## src/rtl/core/assert_macros.svh

```systemverilog
// Assertion macros shared by the RTL of the digit sprite emitter.
// No dependencies; included by the modules that carry assertions.
`ifndef ASSERT_MACROS_SVH
`define ASSERT_MACROS_SVH

`ifndef SYNTH
// Clocked check, switched off while reset is asserted
`define DDS_ASSERT(lbl, clk, rstn, prop, msg) \
  lbl: assert property (@(posedge clk) disable iff (!rstn) prop) else $error(msg);
// Clocked check that also holds through reset
`define DDS_ASSERT_NR(lbl, clk, prop, msg) \
  lbl: assert property (@(posedge clk) prop) else $error(msg);
`else
`define DDS_ASSERT(lbl, clk, rstn, prop, msg)
`define DDS_ASSERT_NR(lbl, clk, prop, msg)
`endif

`endif

```

## src/rtl/core/dds_pkg.sv

```systemverilog
// Shared types and constants for the decimal digit sprite emitter.
// No dependencies; used by the interfaces, controller, datapath and top level.
package dds_pkg;

  // Display geometry and digit limits
  localparam int MAX_DIGITS    = 10;
  localparam int WINDOW_WIDTH  = 320;
  localparam int WINDOW_HEIGHT = 240;

  // Field widths
  localparam int BIN_W      = 32;
  localparam int CNT_W      = 4;
  localparam int POS_W      = 16;
  localparam int DX_W       = 17;
  localparam int GLYPH_W    = 10;
  localparam int ORIGIN_W   = 12;
  localparam int SRC_X_W    = 14;
  localparam int DIGIT_W    = 4;
  localparam int BIT_CNT_W  = $clog2(BIN_W);
  localparam int CFG_IDX_W  = 3;
  localparam int CFG_DATA_W = 12;

  // Configuration register indexes
  typedef enum logic [CFG_IDX_W-1:0] {
    REG_GLYPH_WIDTH  = 3'd0,
    REG_GLYPH_HEIGHT = 3'd1,
    REG_STRIP_X      = 3'd2,
    REG_STRIP_Y      = 3'd3
  } cfg_reg_t;

  // Controller states
  typedef enum logic [1:0] {
    ST_IDLE,
    ST_CONV,
    ST_EMIT
  } dds_state_t;

  // Controller to datapath commands
  typedef struct packed {
    logic load;
    logic conv_step;
    logic emit_load;
  } dp_cmd_t;

  // Datapath to controller status
  typedef struct packed {
    logic cnt_zero;
    logic conv_last;
    logic emit_last;
  } dp_sts_t;

endpackage

```

## src/rtl/core/dds_in_if.sv

```systemverilog
// Input request channel of the digit sprite emitter.
// Depends on dds_pkg for field widths.
interface dds_in_if import dds_pkg::*; ();
  logic                    valid;
  logic                    ready;
  logic signed [BIN_W-1:0] number;
  logic [CNT_W-1:0]        digit_count;
  logic signed [POS_W-1:0] pos_x;
  logic signed [POS_W-1:0] pos_y;

  modport source (output valid, number, digit_count, pos_x, pos_y, input ready);
  modport sink   (input valid, number, digit_count, pos_x, pos_y, output ready);
endinterface

```

## src/rtl/core/dds_out_if.sv

```systemverilog
// Result channel of the digit sprite emitter, one request per digit.
// Depends on dds_pkg for field widths.
interface dds_out_if import dds_pkg::*; ();
  logic                    valid;
  logic                    ready;
  logic signed [DX_W-1:0]  dest_x;
  logic signed [POS_W-1:0] dest_y;
  logic [SRC_X_W-1:0]      src_x;
  logic [ORIGIN_W-1:0]     src_y;
  logic [DIGIT_W-1:0]      digit;
  logic                    visible;
  logic                    last;

  modport source (output valid, dest_x, dest_y, src_x, src_y, digit, visible, last,
                  input ready);
  modport sink   (input valid, dest_x, dest_y, src_x, src_y, digit, visible, last,
                  output ready);
endinterface

```

## src/rtl/core/dds_cfg_if.sv

```systemverilog
// Configuration write channel of the digit sprite emitter.
// Depends on dds_pkg for index and data widths.
interface dds_cfg_if import dds_pkg::*; ();
  logic                  valid;
  logic                  ready;
  logic [CFG_IDX_W-1:0]  index;
  logic [CFG_DATA_W-1:0] data;

  modport source (output valid, index, data, input ready);
  modport sink   (input valid, index, data, output ready);
endinterface

```

## src/rtl/core/dds_ctrl.sv

```systemverilog
// Controller FSM: sequences load, binary-to-BCD conversion and digit emission.
// Depends on dds_pkg and assert_macros.svh.
`include "assert_macros.svh"

module dds_ctrl import dds_pkg::*; (
  input  logic    clk,
  input  logic    rst_n,
  input  logic    in_valid,
  output logic    in_ready,
  output logic    out_valid,
  input  logic    out_ready,
  output dp_cmd_t cmd,
  input  dp_sts_t sts
);

  dds_state_t state_r, state_nxt;
  logic       out_valid_r, out_valid_nxt;

  // Next state
  always_comb begin
    state_nxt = state_r;
    case (state_r)
      ST_IDLE: begin
        if (in_valid && !sts.cnt_zero) state_nxt = ST_CONV;
      end
      ST_CONV: begin
        if (sts.conv_last) state_nxt = ST_EMIT;
      end
      ST_EMIT: begin
        if ((!out_valid_r || out_ready) && sts.emit_last) state_nxt = ST_IDLE;
      end
      default: state_nxt = ST_IDLE;
    endcase
  end

  // Outputs and datapath commands
  always_comb begin
    in_ready      = 1'b0;
    cmd           = '0;
    case (state_r)
      ST_IDLE: begin
        in_ready = 1'b1;
        cmd.load = in_valid;
      end
      ST_CONV: begin
        cmd.conv_step = 1'b1;
      end
      ST_EMIT: begin
        cmd.emit_load = !out_valid_r || out_ready;
      end
      default: ;
    endcase
  end

  // Output register valid: set on a load, cleared when taken
  always_comb begin
    out_valid_nxt = out_valid_r;
    if (cmd.emit_load)  out_valid_nxt = 1'b1;
    else if (out_ready) out_valid_nxt = 1'b0;
  end

  assign out_valid = out_valid_r;

  always_ff @(posedge clk) begin
    if (!rst_n) begin
      state_r     <= ST_IDLE;
      out_valid_r <= 1'b0;
    end else begin
      state_r     <= state_nxt;
      out_valid_r <= out_valid_nxt;
    end
  end

  `DDS_ASSERT(a_emit_after_conv, clk, rst_n, (state_r == ST_EMIT && $past(state_r) == ST_CONV) |-> $past(sts.conv_last), "emit entered before conversion finished")
  `DDS_ASSERT(a_valid_from_emit, clk, rst_n, $rose(out_valid_r) |-> $past(state_r) == ST_EMIT, "result raised outside emission")
  `DDS_ASSERT(a_leave_on_last, clk, rst_n, ($past(state_r) == ST_EMIT && state_r == ST_IDLE) |-> $past(cmd.emit_load && sts.emit_last), "emission ended before last digit")
  `DDS_ASSERT_NR(a_reset_clears, clk, (!rst_n) |=> !out_valid_r, "result valid after reset")

endmodule

```

## src/rtl/core/dds_dp.sv

```systemverilog
// Datapath: config registers, double-dabble BCD converter, digit output register.
// Depends on dds_pkg and assert_macros.svh.
`include "assert_macros.svh"

module dds_dp import dds_pkg::*; (
  input  logic                        clk,
  input  logic                        rst_n,
  input  dp_cmd_t                     cmd,
  output dp_sts_t                     sts,
  input  logic                        cfg_we,
  input  cfg_reg_t                    cfg_index,
  input  logic [CFG_DATA_W-1:0]       cfg_data,
  input  logic signed [BIN_W-1:0]     in_number,
  input  logic [CNT_W-1:0]            in_digit_count,
  input  logic signed [POS_W-1:0]     in_pos_x,
  input  logic signed [POS_W-1:0]     in_pos_y,
  output logic signed [DX_W-1:0]      out_dest_x,
  output logic signed [POS_W-1:0]     out_dest_y,
  output logic [SRC_X_W-1:0]          out_src_x,
  output logic [ORIGIN_W-1:0]         out_src_y,
  output logic [DIGIT_W-1:0]          out_digit,
  output logic                        out_visible,
  output logic                        out_last
);

  localparam int POS_IDX_W = $clog2(MAX_DIGITS);

  // Configuration registers
  logic [GLYPH_W-1:0]  glyph_width_r, glyph_height_r;
  logic [ORIGIN_W-1:0] strip_x_r, strip_y_r;

  always_ff @(posedge clk) begin
    if (!rst_n) begin
      glyph_width_r  <= GLYPH_W'(8);
      glyph_height_r <= GLYPH_W'(8);
      strip_x_r      <= '0;
      strip_y_r      <= '0;
    end else if (cfg_we) begin
      case (cfg_index)
        REG_GLYPH_WIDTH:  glyph_width_r  <= cfg_data[GLYPH_W-1:0];
        REG_GLYPH_HEIGHT: glyph_height_r <= cfg_data[GLYPH_W-1:0];
        REG_STRIP_X:      strip_x_r      <= cfg_data[ORIGIN_W-1:0];
        REG_STRIP_Y:      strip_y_r      <= cfg_data[ORIGIN_W-1:0];
        default: ;
      endcase
    end
  end

  // Working registers
  logic [BIN_W-1:0]         bin_r, bin_nxt;
  logic [DIGIT_W-1:0]       bcd_r [MAX_DIGITS];
  logic [DIGIT_W-1:0]       bcd_nxt [MAX_DIGITS];
  logic [BIT_CNT_W-1:0]     bitcnt_r;
  logic [POS_IDX_W-1:0]     pos_r;
  logic signed [DX_W-1:0]   dx_r;
  logic signed [POS_W-1:0]  py_r;

  // Magnitude and saturated digit count of the incoming request
  logic [BIN_W-1:0] mag;
  logic [CNT_W-1:0] cnt_sat;

  always_comb begin
    mag     = in_number[BIN_W-1] ? BIN_W'(-in_number) : BIN_W'(in_number);
    cnt_sat = (in_digit_count > CNT_W'(MAX_DIGITS)) ? CNT_W'(MAX_DIGITS) : in_digit_count;
  end

  // Double-dabble step: add 3 to digits of 5 or more, then shift in one bit
  logic [DIGIT_W-1:0] adj [MAX_DIGITS];

  always_comb begin
    for (int i = 0; i < MAX_DIGITS; i++) begin
      adj[i] = (bcd_r[i] >= DIGIT_W'(5)) ? bcd_r[i] + DIGIT_W'(3) : bcd_r[i];
    end
    bcd_nxt[0] = {adj[0][DIGIT_W-2:0], bin_r[BIN_W-1]};
    for (int i = 1; i < MAX_DIGITS; i++) begin
      bcd_nxt[i] = {adj[i][DIGIT_W-2:0], adj[i-1][DIGIT_W-1]};
    end
    bin_nxt = {bin_r[BIN_W-2:0], 1'b0};
  end

  always_ff @(posedge clk) begin
    if (cmd.load) begin
      bin_r    <= mag;
      bitcnt_r <= '0;
      pos_r    <= POS_IDX_W'(cnt_sat - CNT_W'(1));
      dx_r     <= DX_W'(in_pos_x);
      py_r     <= in_pos_y;
      for (int i = 0; i < MAX_DIGITS; i++) bcd_r[i] <= '0;
    end else if (cmd.conv_step) begin
      bin_r    <= bin_nxt;
      bitcnt_r <= bitcnt_r + BIT_CNT_W'(1);
      for (int i = 0; i < MAX_DIGITS; i++) bcd_r[i] <= bcd_nxt[i];
    end else if (cmd.emit_load) begin
      pos_r <= pos_r - POS_IDX_W'(1);
      dx_r  <= dx_r + $signed(DX_W'(glyph_width_r));
    end
  end

  // Per-digit result: glyph source, cull test
  logic [DIGIT_W-1:0]      cur_digit;
  logic [SRC_X_W-1:0]      src_x;
  logic signed [DX_W:0]    right_x;
  logic signed [POS_W:0]   bottom_y;
  logic                    hidden;

  always_comb begin
    cur_digit = bcd_r[pos_r];
    // product kept at full source width before the origin is added
    src_x     = SRC_X_W'(strip_x_r) + SRC_X_W'(glyph_width_r) * SRC_X_W'(cur_digit);
    right_x   = $signed({dx_r[DX_W-1], dx_r}) + $signed((DX_W+1)'(glyph_width_r));
    bottom_y  = $signed({py_r[POS_W-1], py_r}) + $signed((POS_W+1)'(glyph_height_r));
    hidden    = (dx_r > $signed(DX_W'(WINDOW_WIDTH))) || (right_x < 0) ||
                (py_r > $signed(POS_W'(WINDOW_HEIGHT))) || (bottom_y < 0);
  end

  // Output register
  logic signed [DX_W-1:0]  dest_x_r;
  logic signed [POS_W-1:0] dest_y_r;
  logic [SRC_X_W-1:0]      src_x_r;
  logic [ORIGIN_W-1:0]     src_y_r;
  logic [DIGIT_W-1:0]      digit_r;
  logic                    visible_r, last_r;

  always_ff @(posedge clk) begin
    if (cmd.emit_load) begin
      dest_x_r  <= dx_r;
      dest_y_r  <= py_r;
      src_x_r   <= src_x;
      src_y_r   <= strip_y_r;
      digit_r   <= cur_digit;
      visible_r <= !hidden;
      last_r    <= (pos_r == '0);
    end
  end

  assign out_dest_x  = dest_x_r;
  assign out_dest_y  = dest_y_r;
  assign out_src_x   = src_x_r;
  assign out_src_y   = src_y_r;
  assign out_digit   = digit_r;
  assign out_visible = visible_r;
  assign out_last    = last_r;

  // Status to controller
  always_comb begin
    sts.cnt_zero  = (in_digit_count == '0);
    sts.conv_last = (bitcnt_r == BIT_CNT_W'(BIN_W-1));
    sts.emit_last = (pos_r == '0);
  end

  `DDS_ASSERT(a_digit_decimal, clk, rst_n, $past(cmd.emit_load) |-> digit_r <= DIGIT_W'(9), "converter produced a non-decimal digit")

endmodule

```

## src/rtl/core/decimal_digit_sprite_emitter.sv

```systemverilog
// Top level of the decimal digit sprite emitter.
// Depends on dds_pkg, the three channel interfaces, dds_ctrl and dds_dp.
//
// Usage:
//   in_ch  : one request carries number, digit_count, pos_x and pos_y. It is
//            taken whenever the block is idle, even while a result still waits.
//   out_ch : one request per displayed digit, most significant first, with
//            screen and strip positions, a cull flag and last on the final digit.
//   cfg_ch : register writes (glyph width/height, strip origin x/y), always
//            ready; write only while no request is in flight.
// Conversion and throughput:
//   The magnitude is converted by a 32-step shift-and-add-3 loop, one bit per
//   cycle, before the first digit is loaded into the output register. Further
//   digits follow one per cycle while out_ch.ready is not held low. A new
//   request is taken only once the last digit is loaded; a zero count is
//   taken while idle and gives no result.
// Reset: synchronous, active low; clears the controller, drops out_ch.valid and
//   loads the register defaults (glyph 8x8, strip origin 0,0).
// Stall: a held out_ch.ready freezes the output register and the emission of
//   further digits; no digit is lost or repeated.
module decimal_digit_sprite_emitter import dds_pkg::*; (
  input  logic      clk,
  input  logic      rst_n,
  dds_in_if.sink    in_ch,
  dds_out_if.source out_ch,
  dds_cfg_if.sink   cfg_ch
);

  dp_cmd_t cmd;
  dp_sts_t sts;

  assign cfg_ch.ready = 1'b1;

  dds_ctrl u_ctrl (
    .clk       (clk),
    .rst_n     (rst_n),
    .in_valid  (in_ch.valid),
    .in_ready  (in_ch.ready),
    .out_valid (out_ch.valid),
    .out_ready (out_ch.ready),
    .cmd       (cmd),
    .sts       (sts)
  );

  dds_dp u_dp (
    .clk            (clk),
    .rst_n          (rst_n),
    .cmd            (cmd),
    .sts            (sts),
    .cfg_we         (cfg_ch.valid),
    .cfg_index      (cfg_reg_t'(cfg_ch.index)),
    .cfg_data       (cfg_ch.data),
    .in_number      (in_ch.number),
    .in_digit_count (in_ch.digit_count),
    .in_pos_x       (in_ch.pos_x),
    .in_pos_y       (in_ch.pos_y),
    .out_dest_x     (out_ch.dest_x),
    .out_dest_y     (out_ch.dest_y),
    .out_src_x      (out_ch.src_x),
    .out_src_y      (out_ch.src_y),
    .out_digit      (out_ch.digit),
    .out_visible    (out_ch.visible),
    .out_last       (out_ch.last)
  );

endmodule

```

## src/flat_wrapper.sv

```systemverilog
// flat-port wrapper written by rule: the top's interface ports become plain ports
module decimal_digit_sprite_emitter_flat import dds_pkg::*;
  (clk, rst_n, in_ch_valid, in_ch_number, in_ch_digit_count, in_ch_pos_x, in_ch_pos_y, in_ch_ready, out_ch_valid, out_ch_dest_x, out_ch_dest_y, out_ch_src_x, out_ch_src_y, out_ch_digit, out_ch_visible, out_ch_last, out_ch_ready, cfg_ch_valid, cfg_ch_index, cfg_ch_data, cfg_ch_ready);
  dds_in_if in_ch_i ();
  dds_out_if out_ch_i ();
  dds_cfg_if cfg_ch_i ();
  input  logic clk;
  input  logic rst_n;
  input wire logic [$bits(in_ch_i.valid)-1:0] in_ch_valid;
  input wire logic [$bits(in_ch_i.number)-1:0] in_ch_number;
  input wire logic [$bits(in_ch_i.digit_count)-1:0] in_ch_digit_count;
  input wire logic [$bits(in_ch_i.pos_x)-1:0] in_ch_pos_x;
  input wire logic [$bits(in_ch_i.pos_y)-1:0] in_ch_pos_y;
  output wire logic [$bits(in_ch_i.ready)-1:0] in_ch_ready;
  output wire logic [$bits(out_ch_i.valid)-1:0] out_ch_valid;
  output wire logic [$bits(out_ch_i.dest_x)-1:0] out_ch_dest_x;
  output wire logic [$bits(out_ch_i.dest_y)-1:0] out_ch_dest_y;
  output wire logic [$bits(out_ch_i.src_x)-1:0] out_ch_src_x;
  output wire logic [$bits(out_ch_i.src_y)-1:0] out_ch_src_y;
  output wire logic [$bits(out_ch_i.digit)-1:0] out_ch_digit;
  output wire logic [$bits(out_ch_i.visible)-1:0] out_ch_visible;
  output wire logic [$bits(out_ch_i.last)-1:0] out_ch_last;
  input wire logic [$bits(out_ch_i.ready)-1:0] out_ch_ready;
  input wire logic [$bits(cfg_ch_i.valid)-1:0] cfg_ch_valid;
  input wire logic [$bits(cfg_ch_i.index)-1:0] cfg_ch_index;
  input wire logic [$bits(cfg_ch_i.data)-1:0] cfg_ch_data;
  output wire logic [$bits(cfg_ch_i.ready)-1:0] cfg_ch_ready;
  assign in_ch_i.valid = in_ch_valid;
  assign in_ch_i.number = in_ch_number;
  assign in_ch_i.digit_count = in_ch_digit_count;
  assign in_ch_i.pos_x = in_ch_pos_x;
  assign in_ch_i.pos_y = in_ch_pos_y;
  assign in_ch_ready = in_ch_i.ready;
  assign out_ch_valid = out_ch_i.valid;
  assign out_ch_dest_x = out_ch_i.dest_x;
  assign out_ch_dest_y = out_ch_i.dest_y;
  assign out_ch_src_x = out_ch_i.src_x;
  assign out_ch_src_y = out_ch_i.src_y;
  assign out_ch_digit = out_ch_i.digit;
  assign out_ch_visible = out_ch_i.visible;
  assign out_ch_last = out_ch_i.last;
  assign out_ch_i.ready = out_ch_ready;
  assign cfg_ch_i.valid = cfg_ch_valid;
  assign cfg_ch_i.index = cfg_ch_index;
  assign cfg_ch_i.data = cfg_ch_data;
  assign cfg_ch_ready = cfg_ch_i.ready;
  decimal_digit_sprite_emitter u_core (.clk(clk), .rst_n(rst_n), .in_ch(in_ch_i), .out_ch(out_ch_i), .cfg_ch(cfg_ch_i));
endmodule
```

## config.mk

```make
export PLATFORM = sky130hd
export DESIGN_NAME = decimal_digit_sprite_emitter_flat
export DESIGN_NICKNAME = d
export VERILOG_FILES = /design/src/rtl/core/dds_pkg.sv /design/src/rtl/core/dds_in_if.sv /design/src/rtl/core/dds_out_if.sv /design/src/rtl/core/dds_cfg_if.sv /design/src/rtl/core/dds_ctrl.sv /design/src/rtl/core/dds_dp.sv /design/src/rtl/core/decimal_digit_sprite_emitter.sv /design/src/flat_wrapper.sv
export VERILOG_INCLUDE_DIRS = /design/src /design/src/rtl/core
export SDC_FILE = /design/constraint.sdc
export NUM_CORES = 1
export LEC_CHECK = 0
export ABC_CLOCK_PERIOD_IN_PS = 10650
export BUFFER_PORTS_ARGS = -buffer_cell sky130_fd_sc_hd__buf_2
export CORE_MARGIN = 5
export CORE_UTILIZATION = 50
export DETAILED_ROUTE_END_ITERATION = 6
export PLACE_DENSITY = 0.69
export SETUP_SLACK_MARGIN = 0.02
export SYNTH_ARGS = -nofsm -noshare
export SYNTH_HDL_FRONTEND = slang
export SYNTH_SLANG_ARGS = --single-unit
```

## constraint.sdc

```tcl
create_clock -name clk -period 10.65 [get_ports clk]
set_input_delay 3.195 -clock clk [delete_from_list [all_inputs] [get_ports clk]]
set_output_delay 3.195 -clock clk [all_outputs]
set_load 0.1 [all_outputs]
```

Word level (Yosys, flattened, before mapping)
Memories as Yosys holds them, arrays and structs flattened. A register that Yosys moved wholly into a read port is not among the register bits.
Index checks and enable logic that the tools add are counted.
{"block": "word_totals", "ff_bits": 186, "ram_bits": 40, "inputBits": 88, "n_memories": 1}
{"block": "op_classes", "add_sub_neg": 18, "n_mul": 1, "magnitude_cmp": 15, "n_eq_ne": 10, "mux": 46, "n_bitwise": 10, "reduce_logical": 22}
{"name": "u_core.u_dp.bcd_r", "depth": 10, "word_bits": 4, "read_ports": 11, "rd_ports_with_merged_regs": 1, "write_ports": 10, "line": "dds_dp.sv:51", "text": "logic [DIGIT_W-1:0] bcd_r [MAX_DIGITS];"}
{"op": "two-way mux 32 bit", "n": 3}
{"op": "two-way mux 4 bit", "n": 24}
{"op": "two-way mux 17 bit", "n": 3}
{"op": ">= comparator 4 x 3 -> 1 bit, second input constant", "n": 10}
{"op": "adder 4 x 2 -> 4 bit, second input constant", "n": 9}
{"op": "negator 32 bit", "n": 1}
{"op": "adder 17 x 11 -> 18 bit", "n": 1}
{"op": "< comparator 18 x 1 -> 1 bit, second input constant", "n": 1}
{"op": "adder 16 x 11 -> 17 bit", "n": 1}
{"op": "adder 17 x 11 -> 17 bit", "n": 1}
{"op": "> comparator 17 x 10 -> 1 bit, second input constant", "n": 1}
{"op": "< comparator 17 x 1 -> 1 bit, second input constant", "n": 1}
{"op": "> comparator 16 x 9 -> 1 bit, second input constant", "n": 1}
{"op": "adder 12 x 14 -> 14 bit", "n": 1}
{"op": "multiplier 10 x 4 -> 14 bit", "n": 1}
{"op": "two-way mux 1 bit", "n": 11}
{"op": "OR 1 bit", "n": 10}
{"op": "AND reduction 2 bit", "n": 5}
{"op": "zero test 4 bit", "n": 2}
{"op": "subtractor 4 x 1 -> 4 bit, second input constant", "n": 2}
{"op": "== test 3 x 2 -> 1 bit, second input constant", "n": 2}
{"op": "two-way mux 2 bit", "n": 3}
{"op": "one-hot mux 2 bit (3 select lines)", "n": 1}
{"op": "nonzero test 2 bit", "n": 3}
{"op": "16 further kinds", "n": 24}

Longest topological paths before layout
{"block": "logic_depth", "ltp_word": 7, "ltp_mapped": 19, "ltp_nobuf": 18}

Modules after synthesis
From an unflattened synthesis, not the netlist that was laid out.
{"block": "hier_totals", "cells_unflattened": 1173, "area_unflattened_um2": 12470.7}
{"module": "dds_dp", "n_inst": 1, "cells_per_inst": 1153, "area_each_um2": 12299.3, "seq_area_each_um2": 6286.0}
{"module": "dds_ctrl", "n_inst": 1, "cells_per_inst": 18, "area_each_um2": 160.2, "seq_area_each_um2": 60.1}
{"module": "decimal_digit_sprite_emitter", "n_inst": 1, "cells_per_inst": 2, "area_each_um2": 11.3, "seq_area_each_um2": 0.0}

Worst setup path before layout
No wires, ideal clock.
{"block": "synth_path", "path_type": "input-to-reg", "start": "in in_ch_valid", "end": "mem u_core.u_dp.bcd_r[0][0] (enable)", "arrival_time_ns": 5.660, "setup_slack_ns": 4.558, "path_stages": 5, "path_cell_list": "or3b_2 -> buf_2 -> buf_6 -> clkbuf_1 -> nand2_1"}
{"element": "from (decl)", "line": "flat_wrapper.sv:9", "text": "input wire logic [$bits(in_ch_i.valid)-1:0] in_ch_valid;"}
{"element": "to (decl)", "line": "dds_dp.sv:51"}

==> results.md <==
* Sink Count at 230
* Worst hold path type: flip-flop to flip-flop
* Row Count at 57
* Crit-path cells: mux4_2 > nor2_1 > a211oi_1 > a21oi_1 > and2_1 > fa_1 > fa_1 > fa_1 > ha_1 > o21ai_0 > nand2b_1 > a31oi_1 > nor2_1 > a221o_1 > xnor2_1
* Top-area cell type share of the netlist area at 42.04%
* RSZ-0062 raised after global routing: false
* Status: finished, final reports clean
* CP required at 10930 ps
* Hold Startpoint: u_core.u_dp.strip_y_r[8]
* Final slew viol count at 0
* # diodes at 0
* Hold EP: u_core.u_dp.out_src_y[8]
* CTS Buffer Depth at 3
* R2r endpoint: u_core.u_dp.out_src_x[12]
* Die Span X at 167.7 um
* Detailed Routing Iterations Pass 1 at 5
* Total grt overflow at 0
* Setup Buffers After CTS at 0
* CP Capture Type: flip-flop
* Crit path DAT at 6000 ps
* Max FO, Critical Path at 12
* Root buf cell: clkbuf_16
* Final Setup Violations at 0
* Reg-to-reg slack, setup at 4930 ps
* Worst-skew pair later-pin latency at 530 ps
* Fin crit period at 5719 ps
* PD cells at 164.3 nW/um^2
* Top cells by area, synth: edfxtp_1 42%, dfxtp_1 9.0%, ha_1 6.3%
* Largest area contributor in the netlist: edfxtp_1
* DR vias at 8673
* Startpoint Class: flip-flop
* Reg clk slew, reported paths at 60 ps
* Crit path max-delay cell type: dfxtp_1
* Final hold violations at 0
* Clock network power share at 40.2%
* P_sw at 0.6010 mW
* IO Count at 156
* GP Congestion at 0.8074
* Crit path kind: flip-flop to flip-flop
* DRC violations left at 0
* Crit-path leading delay family: adder cells
* Post-CTS resize count at 0
* Final #Nets at 1484
* HPWL Detailed at 18680 um
* Seq pwr share at 46.3%
* Die height at 167.7 um
* Vias in the first global route at 8583
* Syn Nets at 1344
* Drt via density at 5.260
* #FFs+latches synth at 230
* Seq/Total Area, Yosys at 51.06%
* Worst slew pin tran at 1038 ps
* Pre-CTS setup slack at 4922 ps
* Largest net degree at the start of global routing at 91
* Synth cell types at 60
* Maxcap violations at 0
* PortBufs at 154
* Total GRT Usage at 18.25%
* Initial core utilization at 50.96%
* Syn. warnings at 0
* Switching part of the total at 25.43%
* Routed len/inst at 15.78 um
* Max frequency at 174.8 MHz
* Critical Path Stages at 15
* CTS Buf Count at 26
* First-pass GRT wire length at 42810 um
* Hold depth at 0
* Setup WS post-layout at 4931 ps
* Worst slew margin at 30.27%
* Sum Neg Setup Slack at 0 ps
* R2R depth at 15
* Area of placed instances at 13420 sq um
* Core ar. at 24390 sq um
* Clock skew at 18.16 ps
* Die area at 28110 sq um
* Initial antenna violation count at 0
* Fraction of registers with async set/reset at 0%
* Final core occ at 58.95%
* CP dominant cell by count: fa_1
* Crit share post-route at 53.70%
* Synth Area per Inst at 10.67 sq um
* Worst Path Buf+Inv at 0
* Number of synthesized flops with an enable pin at 174
* CTS tree: built
* Ys flop type: edfxtp_1
* Post-Syn Instances at 1165
* Drt total wl at 26020 um
* Share of layout cells above drive strength 1 at 16.98%
* Power Internal at 1.762 mW
* DRT iter0 DRCs at 581
* Layout area overhead at 15.67%
* Comb power frac at 13.5%
* Final Instance Area at 14380 sq um
* CP max stage delay at 760 ps
* Post-route ant nets at 0
* H-Tree Depth at 1
* Static Leak at 5.771 nW
* Peak supply drop at 0.1118 mV
* Post-CTS Hold Fix Bufs at 0
* Post-synthesis cell area at 12430 sq um
* Tot Pwr at 2.363 mW
-- worst register-to-register path, delay by kind of cell, from the launching register on --
family / cells / cell delay [ps]
multiplexers: 1 / 600
AO/OA/AOI/OAI: 5 / 1670
XOR/XNOR: 1 / 120
flip-flops: 1 / 760
AND/OR/NAND/NOR: 4 / 510
adder cells (fa/ha/maj): 4 / 1790
-- synthesized netlist by cell type (31+ instances only) --
library cell    n
nand2_1       192
edfxtp_1      174
inv_1          72
nor2_1         72
a21oi_1        65
ha_1           63
o21ai_0        57
dfxtp_1        56
xor2_1         48
a21boi_0       45
and2_1         33
clkbuf_1       31
-- power by group through the flow --
stage / clock [mW] / sequential, mW / combinational [mW]
after CTS: 0.970 / 1.09 / 0.322
after floorplan: 0 / 1.09 / 0.254
after global placement: 0 / 1.11 / 0.311
final: 0.949 / 1.09 / 0.320
after detailed placement: 0 / 1.11 / 0.320
after global routing: 1.01 / 1.10 / 0.367
-- per-stage QoR --
step | hold WS (ps) | cells
detailed placement | 415.0 | 1601
finish | 428.5 | 1649
global placement | 412.1 | 1601
CTS | 427.4 | 1649
floorplan | 408.1 | 1165
global route | 433.3 | 1649
-- worst max-delay path by stage --
stage	to	slack, ps
floorplan	u_core.u_dp.bcd_r[0][0]	4560
global placement	flip-flop	4950
detailed placement	u_core.u_dp.out_src_x[12]	4920
CTS	u_core.u_dp.out_src_x[12]	4900
global route	u_core.u_dp.out_src_x[12]	4560
finish	u_core.u_dp.out_src_x[12]	4930
-- final cells by class --
cell class	count	area [sq um]
flip-flops and latches	230	6346
clock buffers	40	860.8
well taps	324	405.4
clock inverters	8	92.59
multi-input cells	818	5609
inverters	72	270.3
repair buffers	157	793.3
fillers	2078	10010
-- layer usage --
metal,wire length [um],GRT usage [%],vias up
met3,1279,2.900,34
met1,12020,25.60,4104
met5,0,0,-
met2,12340,30.43,180
li1,-,-,4355
met4,380,3.564,0
-- placed cells by master, fill, tap and decap left out, drive strengths merged, types with 5 or more instances in the layout --
cell type  instances
nor2b              9
edfxtp           174
a21boi            45
xnor2             29
nand2b            20
nand3             14
o211ai             6
nand2            192
xor2              48
a211oi            12
mux2i              6
nand4              5
clkinv             5
nor2              72
and2              33
inv               72
o31ai              8
clkbuf            40
dfxtp             56
nor3              18
nor4               9
mux4               8
a21o              10
o21ai             66
fa                28
ha                63
and3               5
buf              157
a21oi             65
o41ai              5
-- flip-flops by register name (all words and copies together), names as in the netlist, 5 cells and up, named ones only --
register / count
u_core.u_dp.bcd_r: 40
u_core.u_dp.bin_r: 32
u_core.u_dp.bitcnt_r: 5
u_core.u_dp.dx_r: 17
u_core.u_dp.glyph_height_r: 10
u_core.u_dp.glyph_width_r: 10
u_core.u_dp.out_dest_x: 17
u_core.u_dp.out_dest_y: 16
u_core.u_dp.out_src_x: 14
u_core.u_dp.out_src_y: 12
u_core.u_dp.py_r: 16
u_core.u_dp.strip_x_r: 12
u_core.u_dp.strip_y_r: 12
-- logic make-up after synthesis --
group                    synth area share [%]
AND/OR/NAND/NOR                         15.01
buffers and inverters                   3.875
AO/OA/AOI/OAI                           11.55
multiplexers                            2.205
other                                 0.03017
flip-flops                              51.06
adder cells (fa/ha/maj)                 10.85
XOR/XNOR                                5.426
No activity file was read; power rests on OpenSTA's default activity.
